<file path="config.mk">
export PLATFORM = sky130hd
export DESIGN_NAME = dqt_out
export DESIGN_NICKNAME = d
export VERILOG_FILES = /design/src/sv/dqt_pkg.sv /design/src/sv/dqt_out.sv
export SDC_FILE = /design/constraint.sdc
export NUM_CORES = 1
export LEC_CHECK = 0
export ABC_AREA = 1
export BUFFER_PORTS_ARGS = -buffer_cell sky130_fd_sc_hd__buf_2
export CORE_AREA = 2 2 411 413
export CTS_CLUSTER_DIAMETER = 100
export DETAILED_ROUTE_END_ITERATION = 6
export DIE_AREA = 0 0 413 415
export GPL_TIMING_DRIVEN = 0
export PLACE_DENSITY_LB_ADDON = 0.05
export SYNTH_ARGS = -nofsm -noshare
export SYNTH_HDL_FRONTEND = slang
export SYNTH_SLANG_ARGS = --single-unit
</file>
<file path="constraint.sdc">
create_clock -name clk_i -period 12.69 [get_ports clk_i]
set_input_delay 3.1725 -clock clk_i [delete_from_list [all_inputs] [get_ports clk_i]]
set_output_delay 3.1725 -clock clk_i [all_outputs]
set_load 0.005 [all_outputs]
</file>
<file path="src/sv/dqt_pkg.sv">
// Package: widths, lane record and result record of the dual quaternion transform unit.
`default_nettype none
package dqt_pkg;

  localparam int unsigned NumLanes  = 12;   // nine matrix entries, three translations
  localparam int unsigned NumMat    = 9;
  localparam int unsigned QuotW     = 33;   // quotient bits (one extra bit for rounding)
  localparam int unsigned DenW      = 33;   // sum of four squares of Q1.14 values
  localparam int unsigned NumW      = 50;   // signed numerator width
  localparam int unsigned ShiftW    = 66;   // scaled dividend width
  localparam int unsigned MatShift  = 15;   // 2^14 scale plus one rounding bit
  localparam int unsigned TrnShift  = 16;   // 2^15 scale plus one rounding bit

  localparam logic [32:0] MatLim    = 33'd16384;
  localparam logic [32:0] TrnPosLim = 33'h0_7FFF_FFFF;
  localparam logic [32:0] TrnNegLim = 33'h0_8000_0000;

  typedef struct packed {
    logic signed [15:0] real_x;
    logic signed [15:0] real_y;
    logic signed [15:0] real_z;
    logic signed [15:0] real_w;
    logic signed [31:0] dual_x;
    logic signed [31:0] dual_y;
    logic signed [31:0] dual_z;
    logic signed [31:0] dual_w;
  } dq_t;

  typedef struct packed {
    logic              neg;
    logic              sat;
    logic [DenW-1:0]   rem;
    logic [QuotW-1:0]  sh;
  } lane_t;

  typedef struct packed {
    logic [NumMat-1:0][15:0] m;
    logic [2:0][31:0]        t;
  } res_t;

  typedef struct packed {
    logic       en;
    logic       last_valid;
    logic [1:0] count;
  } dqt_stat_t;

endpackage
`default_nettype wire

</file>
<file path="src/sv/dqt_out.sv">
// Back end: rounding, clamping, sign and a two-entry output queue.
`default_nettype none
module dqt_out
  import dqt_pkg::*;
(
  input  wire logic                 clk_i,
  input  wire logic                 rst_ni,
  input  wire logic                 valid_i,
  input  wire logic                 zero_i,
  input  wire lane_t [NumLanes-1:0] lane_i,
  input  wire logic                 ready_i,
  output logic                      valid_o,
  output res_t                      res_o,
  output dqt_stat_t                 stat_o
);

  res_t       res;
  res_t       mem_q [2];
  logic       wr_q, rd_q;
  logic [1:0] count_q, count_d;
  logic       push, pop, en;

  always_comb begin
    res = '0;
    for (int i = 0; i < NumLanes; i++) begin
      logic [QuotW:0]   inc;
      logic [QuotW-1:0] rnd;
      logic [QuotW-1:0] lim;
      logic [QuotW-1:0] mag;
      logic [QuotW:0]   sval;
      inc  = {1'b0, lane_i[i].sh} + {{QuotW{1'b0}}, 1'b1};
      rnd  = inc[QuotW:1];
      if (i < NumMat) begin
        lim = MatLim;
      end else begin
        lim = lane_i[i].neg ? TrnNegLim : TrnPosLim;
      end
      mag  = (lane_i[i].sat || (rnd > lim)) ? lim : rnd;
      sval = lane_i[i].neg ? -{1'b0, mag} : {1'b0, mag};
      if (zero_i) begin
        sval = '0;
      end
      if (i < NumMat) begin
        res.m[NumMat-1-i] = sval[15:0];
      end else begin
        res.t[NumLanes-1-i] = sval[31:0];
      end
    end
  end

  assign pop     = valid_o && ready_i;
  // advance while the last stage is empty or the queue has or frees a slot
  assign en      = !valid_i || (count_q != 2'd2) || pop;
  assign push    = valid_i && en;
  assign count_d = count_q + 2'(push) - 2'(pop);

  always_ff @(posedge clk_i) begin
    if (push) begin
      mem_q[wr_q] <= res;
    end
  end

  always_ff @(posedge clk_i or negedge rst_ni) begin
    if (!rst_ni) begin
      wr_q    <= 1'b0;
      rd_q    <= 1'b0;
      count_q <= 2'd0;
    end else begin
      if (push) begin
        wr_q <= ~wr_q;
      end
      if (pop) begin
        rd_q <= ~rd_q;
      end
      count_q <= count_d;
    end
  end

  assign valid_o           = (count_q != 2'd0);
  assign res_o             = mem_q[rd_q];
  assign stat_o.en         = en;
  assign stat_o.last_valid = valid_i;
  assign stat_o.count      = count_q;

endmodule
`default_nettype wire
</file>
==> results.md, run 1 <==
- Final ANT Viol Nets: 0
- Final min period: 8.27 ns
- Slew HR: 10.1%
- CTS resizes: 0
- CTS Buf Count: 67
- Initial antenna violation count: 24
- Tot Pwr: 6.49 mW
- Cell variety after synth: 67
- Final Skew: 0.0166 ns
- Post-Synth XOR/XNOR Area: 5.66%
- Placement Setup Slack: 3.78 ns
- CORE AREA: 167,000 sq um
- Post-CTS setup buffers: 0
- Syn nets: 6,619
- Power Density: 135 nW/um^2
- Starting DRT DRC Count: 2,126
- Synth Area in Compound Gates: 7.29%
- Die Ht: 415 microns
- Final number of hold-violating endpoints: 0
- Dpl cells: 8,570
- Mapped Cells: 5,677
- Ys async rst share: 0.826%
- Total global routing overflow: 0
- Port Buf Inserts: 668
- First-pass GRT wire length: 247,000 microns
- Max IR drop VDD: 82.0 uV
- Synth Warn #: 0
- Most frequent cells in the layout: 1,934 x nand2_1, 722 x nor2_1, 689 x buf_2
- Worst Path Arrival: 8.66 ns
- Post-Synth Adder-Cell Area: 3.85%
- GRT Util Overall: 19.1%
- Num ports: 1,066
- Worst setup EP type: register
- Achievable clock frequency: 121 MHz
- Most common cell after layout, fill and taps aside: nand2_1
- Setup TNS: 0 ns
- Synth Register Bits: 484
- DR vias/cell: 4.52
- Via count: 39.3k
- Layout cells sized above 1: 15.6%
- CTS Sinks: 484
- Lkg Pwr: 22.2 nW
- Slew @ Worst Pin: 1.34 ns
- Outcome: finished, final reports clean
- Die area: 171,000 sq um
- Vias in the first global route: 37.9k
- CTS clock-pin slew for the worst setup and hold paths: 0.06 ns
- Endpoints failing setup: 0
- # rows: 150
- Number of synthesized flops with an enable pin: 480
- RePlAce Congestion: 0.894
- Worst Path Required: 13.08 ns
- Final setup margin: 4.42 ns
- Max Fanout on Critical Path: 10
- Area grow syn2layout: 22.4%
- Min-Delay Path Class: reg2reg
- Cts hold-fix bufs: 0
- Largest net degree at the start of global routing: 32
- CP max stage cell: clkbuf_1
- Sequential area share after synthesis: 36.9%
- Largest family of logic cells by synthesized area: simple AND/OR/NAND/NOR gates
- Clk buf depth: 3
- Drt pass-1 iters: 5
- Post-DP HPWL: 140,000 microns
- CP startpoint kind: primary input
- Initial core utilization: 23.6%
- Wire per inst: 19.4 microns
- Max-slew violations: 0
- Setup CP Type: in2reg
- Final period util: 65.2%
- Mapped Area: 39,300 sq um
- H-tree depth: 3
- Post-layout nets: 7,377
- CTS tree: yes
- Post-route DRC: 0
- Max stage delay on crit path: 0.46 ns
- Main synth FF type: edfxtp_1
- Avg Cell Area, Syn: 6.93 sq um
- Synth Area in Simple Gates: 38.8%
- Finished Layout Cells: 8,696
- Mux share of post-synthesis cell area: 0%
- Routed WL: 169,000 microns
- Worst skew pair latency: 0.66 ns
- RSZ-0062 raised after global routing: false
- Maxcap violations: 0
- Final Core Density: 28.9%
- Chip Width: 413 microns
- Root Driver: clkbuf_16
-- worst paths after layout --
path / cells past startpoint / from / slack, ns / to
setup / recovery: 34 / lane_i[749] / 4.42 / mem_q[0][30]$_DFFE_PP_
hold / removal: 1 / count_q[0]$_DFF_PN0_ / 0.57 / count_q[0]$_DFF_PN0_
setup reg to reg: 8 / count_q[0]$_DFF_PN0_ / 10.18 / mem_q[1][167]$_DFFE_PP_
hold reg to reg: 1 / count_q[0]$_DFF_PN0_ / 0.57 / count_q[0]$_DFF_PN0_
max in group asynchronous: 1 / rst_ni / 10.22 / wr_q$_DFFE_PN0P_
min in group asynchronous: 1 / rst_ni / 2.33 / rd_q$_DFFE_PN0P_
-- layout make-up --
cell class	instances	area, sq um
inverter	592	2220
timing repair buffer	689	3800
multi-input combinational	4455	21900
antenna	7	17.5
tap	2204	2760
fill	18700	119000
clock buffer	79	1760
sequential	484	14500
clock inverter	40	427
buffer	146	731
-- critical path: cells and delay by family --
kind                       cells  cell delay, ns
AOI/OAI and AO/OA              1            0.16
xor gates and xnor gates       1            0.20
adders and majority gates      3            0.81
buffers and inverters          7            1.21
and+or+nand+nor               22            3.08
-- state kept, by name, summed over array words and instances, names as in the netlist --
name     flops
rd_q         1
mem_q      480
count_q      2
wr_q         1
-- layer usage --
| metal | vias to the layer above | track usage (%) | routed length (microns) |
|---|---|---|---|
| met3 | 142 | 4.61 | 11000 |
| met5 | - | 0 | 34 |
| met4 | 6 | 3.24 | 2510 |
| met1 | 18100 | 27.5 | 83400 |
| met2 | 898 | 29.2 | 72000 |
| li1 | 20200 | - | - |
-- cells in the mapped netlist (5+ instances only) --
master / number / area [sq um]
nor3_2: 8 / 80.1
nor3_1: 154 / 771
nor2_1: 724 / 2720
and2_1: 9 / 56.3
o211ai_1: 14 / 105
clkinv_1: 8 / 30.0
buf_6: 8 / 90.1
a21oi_1: 181 / 906
nor2_4: 13 / 146
xor2_1: 187 / 1640
nor2_2: 46 / 288
edfxtp_1: 480 / 14400
nand3_1: 414 / 2070
o21bai_1: 6 / 45.0
clkbuf_1: 89 / 334
nand3b_1: 22 / 165
buf_1: 12 / 45.0
o21a_1: 8 / 60.1
inv_2: 17 / 63.8
nor4_1: 13 / 81.3
and3_1: 11 / 68.8
nand4_1: 120 / 751
o21ai_1: 26 / 130
nand2_2: 19 / 119
a31oi_1: 23 / 144
nand2_1: 1934 / 7260
buf_2: 20 / 100
nand2_4: 6 / 67.6
nor3b_1: 12 / 90.1
or2_2: 24 / 150
o41ai_1: 6 / 52.6
o21ai_0: 181 / 906
a211oi_1: 16 / 120
inv_1: 567 / 2130
nand3_2: 19 / 190
o22ai_1: 8 / 50.1
xnor2_1: 67 / 587
buf_4: 14 / 105
o31ai_1: 18 / 135
ha_1: 121 / 1510
or2_1: 5 / 31.3
a21boi_0: 5 / 37.5
-- per-stage QoR --
| stage | cell area, sq um | hold WS (ns) |
|---|---|---|
| 2_1_floorplan | 39300 | 0.504 |
| 3_3_place_gp | 45400 | 0.522 |
| 3_5_place_dp | 45900 | 0.571 |
| 4_1_cts | 48100 | 0.584 |
| 5_1_grt | 48100 | 0.628 |
| 6_report | 48100 | 0.574 |
-- cell families (layout without fill, tap and decap cells) --
logic type / count (synthesis) / after routing
AO/OA/AOI/OAI: 511 / 511
XOR/XNOR: 254 / 254
adder cells (fa/ha/maj): 121 / 121
buffers and inverters: 738 / 1546
flip-flops: 484 / 484
other: 0 / 7
AND/OR/NAND/NOR: 3569 / 3569
-- where the power goes --
| group | switching (mW) | total [mW] | internal (mW) |
|---|---|---|---|
| combinational | 1.79 | 2.50 | 0.707 |
| clock | 0.761 | 1.89 | 1.12 |
| sequential | 0.0508 | 2.10 | 2.05 |
| total | 2.61 | 6.49 | 3.88 |
Power figures use the tool's default switching activity.
==> run 2, diff against run 1 <==
ABC_AREA = 0   (was 1)
CORE_AREA = 2 2 417 419   (was 2 2 411 413)
DIE_AREA = 0 0 419 421   (was 0 0 413 415)
clock period = 7.36 ns   (was 12.69 ns; I/O delays follow)
==> results.md, run 2 <==
- DR vias/cell: 4.92 (+9.0%)
- CORE AREA: 172,000 sq um (+3.5%)
- Final number of hold-violating endpoints: 0 (unchanged)
- RePlAce Congestion: 0.849 (-5.0%)
- Chip Width: 419 microns (+1.5%)
- CTS Buf Count: 72 (+7.5%)
- Largest registers: mem_q x480, count_q x2
- Worst-path cell chain: buf_2 -> ha_2 -> nand4_1 -> buf_4 -> or3_1 -> nor3_1 -> xor2_1 -> ha_1 -> o21ai_0 -> o21ai_0 -> a32oi_1 -> a22oi_1 -> or3_4 -> buf_2 -> o21ai_2 -> ha_2 -> and3_1 -> and3_1 -> nand4_1 -> mux2i_2 -> a2111oi_0 -> a41o_1 -> a311oi_2
- Sequential area share after synthesis: 38.1% (+1.2 points)
- Clk buf depth: 3 (unchanged)
- Max stage delay on crit path: 0.58 ns (+0.12 ns)
- Routed WL: 171,000 microns (+1.1%)
- Worst setup EP type: register
- Post-route DRC: 0 (unchanged)
- Share of the synthesized area in the top cell type: 37.8% (+1.1 points)
- Most common cell after layout, fill and taps aside: buf_2
- Synth Warn #: 0 (unchanged)
- Syn nets: 5,067 (-23%)
- Final setup margin: 0.207 ns (-4.21 ns)
- Placement Setup Slack: -2.93 ns (-6.70 ns)
- Worst Path Required: 7.79 ns (-5.29 ns)
- Max FFs per register: 480 (unchanged)
- Post-layout nets: 5,812 (-21%)
- Initial antenna violation count: 47 (+96%)
- Mapped Area: 38,100 sq um (-3.0%)
- Slew HR: 8.49% (-1.6 points)
- Hold path startpoint: wr_q$_DFFE_PN0P_
- Largest net degree at the start of global routing: 54 (+69%)
- H-tree depth: 3 (unchanged)
- Finished Layout Cells: 7,266 (-16%)
- Area after DPL: 44,600 sq um (-2.8%)
- WP buf/inv: 3 (-4)
- Reg-to-reg endpoint: mem_q[0][171]$_DFFE_PP_
- R2R cell count: 7 (-1)
- Final Core Density: 27.9% (-1.0 points)
- Avg Cell Area, Syn: 9.24 sq um (+33%)
- Main synth FF type: edfxtp_1
- Tot Pwr: 11.3 mW (+75%)
- Worst R2R Setup Slack: 4.56 ns (-5.62 ns)
- Max Fanout on Critical Path: 10 (unchanged)
- Multi-input gate area: 23,100 sq um (+5.6%)
- Num ports: 1,066 (unchanged)
- Power Density: 236 nW/um^2 (+75%)
- Achievable clock frequency: 140 MHz
- Fill cells: 18.5k (-0.73%)
- Setup TNS: 0 ns (unchanged)
- Maxcap violations: 0 (unchanged)
- Lkg Pwr: 17.4 nW (-22%)
- Synth area leaders: edfxtp_1 38%, mux2_2 7.5%, xnor2_1 4.8%
- Vias in the first global route: 34.8k (-8.2%)
- CP startpoint kind: primary input
- Drt pass-1 iters: 5 (unchanged)
- Delay-heaviest family, CP: simple AND/OR/NAND/NOR gates
- Cts hold-fix bufs: 0 (unchanged)
- Final Skew: 0.0138 ns (-0.00285 ns)
- Final min period: 7.15 ns
- Post-synth top cells: 480 x edfxtp_1, 371 x nand2_1, 308 x nor2_1
- CP max stage cell: xor2_1
- Die area: 176,000 sq um (+2.9%)
- CTS Sinks: 484 (unchanged)
- Dpl cells: 7,089 (-17%)
- Port Buf Inserts: 621 (-7.0%)
- Worst skew pair latency: 0.66 ns (about the same)
- Min-Delay Path Class: reg2reg
- Most frequent cells in the layout: 630 x buf_2, 480 x edfxtp_1, 368 x nand2_1
- Synth Register Bits: 484 (unchanged)
- CTS clock-pin slew for the worst setup and hold paths: 0.05 ns (about the same)
- # rows: 153 (+2.0%)
- Setup CP Type: in2reg
- Ys async rst share: 0.826% (unchanged)
- Post-synth top area cell: edfxtp_1
- Final period util: 97.2%
- Fin area: 48,000 sq um (-0.16%)
- Wire per inst: 23.5 microns (+21%)
- First-pass GRT wire length: 246,000 microns (-0.41%)
- Cell variety after synth: 102 (+52%)
- Worst Path Arrival: 7.59 ns (-1.07 ns)
- Max-slew violations: 0 (unchanged)
- Layout cells sized above 1: 25.4% (+9.8 points)
- Worst Hold Endpoint: wr_q$_DFFE_PN0P_
- Top reg by flops: mem_q
- Most frequent cell after synthesis: edfxtp_1
- GRT Util Overall: 18.8% (-0.39 points)
- CTS tree: yes
- Endpoints failing setup: 0 (unchanged)
- Via count: 35.8k (-9.0%)
- Max IR drop VDD: 164 uV (+100%)
- Sequential cell area: 14,500 sq um (unchanged)
- Slew @ Worst Pin: 1.37 ns (+0.0340 ns)
- Root Driver: clkbuf_16
- Starting DRT DRC Count: 2,218 (+4.3%)
- Worst hold margin: 0.566 ns (-0.00808 ns)
- Area grow syn2layout: 26.0%
- Mapped Cells: 4,125 (-27%)
- Total global routing overflow: 0 (unchanged)
- Final ANT Viol Nets: 0 (unchanged)
- Outcome: finished, final reports clean
- Die Ht: 421 microns (+1.4%)
- Post-DP HPWL: 136,000 microns (-2.4%)
- Worst Hold Depth: 1 (unchanged)
- Number of synthesized flops with an enable pin: 480 (unchanged)
- Initial core utilization: 22.1% (-1.5 points)
- Worst reg2reg startpoint: count_q[0]$_DFF_PN0_
==> run 2: cell types whose count changed in the layout (fill, tap and decap cells not counted), moves of 66 or more <==
cell | previous run | this run
xor2_1 | 187 | 112
mux2_2 | 0 | 255
nor2_1 | 722 | 301
nand3_1 | 414 | 227
clkbuf_1 | 90 | 156
and3_1 | 11 | 94
mux2i_1 | 0 | 69
nand2_1 | 1934 | 368
xnor2_1 | 67 | 187
inv_1 | 567 | 133
==> run 2: worst reg2reg max path, cell delays in order (launching register included) <==
cell and delay [ns]:
dfrtp_1 0.43, nand4bb_1 0.20, nand2_1 0.14, nor2_4 0.71
buf_12 0.30, buf_12 0.24, buf_12 0.21, buf_12 0.24
==> run 2: layout make-up <==
type	count	area share (%)
Antenna cell	12	0.0625
Buffer	192	1.65
Clock buffer	85	3.85
Clock inverter	48	1.09
Inverter	138	1.09
Multi-Input combinational cell	3308	48.1
Sequential cell	484	30.2
Tap cell	2325	6.06
Timing Repair Buffer	674	7.88
==> run 2: logic make-up (layout without fill, tap and decap cells) <==
kind of cell	Yosys count	count (layout)	synth area share, %
AND/OR/NAND/NOR	1711	1711	23.5
AO/OA/AOI/OAI	820	820	14.2
XOR/XNOR	330	330	7.58
multiplexers	326	326	9.40
other	0	12	0
adder cells (fa/ha/maj)	121	121	3.97
flip-flops	484	484	38.1
buffers and inverters	333	1137	3.35
==> run 2: metal layers <==
| metal | GRT usage, % | wire length [microns] | vias to the layer above | share of wire, % |
|---|---|---|---|---|
| met5 | 0 | 92 | - | 0.054 |
| met4 | 4.07 | 3240 | 14 | 1.9 |
| met1 | 24.9 | 77500 | 17400 | 45 |
| met2 | 30.8 | 79200 | 890 | 46 |
| met3 | 4.28 | 10800 | 190 | 6.3 |
| li1 | - | - | 17300 | - |
==> run 2: power breakdown <==
group,internal (mW),total (mW),switching (mW)
Combinational,1.55,4.06,2.51
Sequential,3.68,3.78,0.105
Clock,2.10,3.48,1.38
==> run 2: what timing repair did <==
action,CTS,global route
pin swaps,7,15
endpoints found under the hold margin,0,0
gates resized for setup,83,74
setup buffers,11,24
endpoints found under the setup margin,112,82
cloned,0,0
==> run 2: how the worst max path moves through the flow <==
stage | end | from | cells after the start
4_1_cts | mem_q[0][28]$_DFFE_PP_ | lane_i[748] | 24
6_report | mem_q[0][22]$_DFFE_PP_ | lane_i[749] | 23
3_3_place_gp | mem_q[0][60]$_DFFE_PP_ | lane_i[683] | 22
5_1_grt | mem_q[0][52]$_DFFE_PP_ | lane_i[680] | 24
3_5_place_dp | mem_q[0][52]$_DFFE_PP_ | lane_i[684] | 22
2_1_floorplan | mem_q[0][60]$_DFFE_PP_ | lane_i[698] | 23
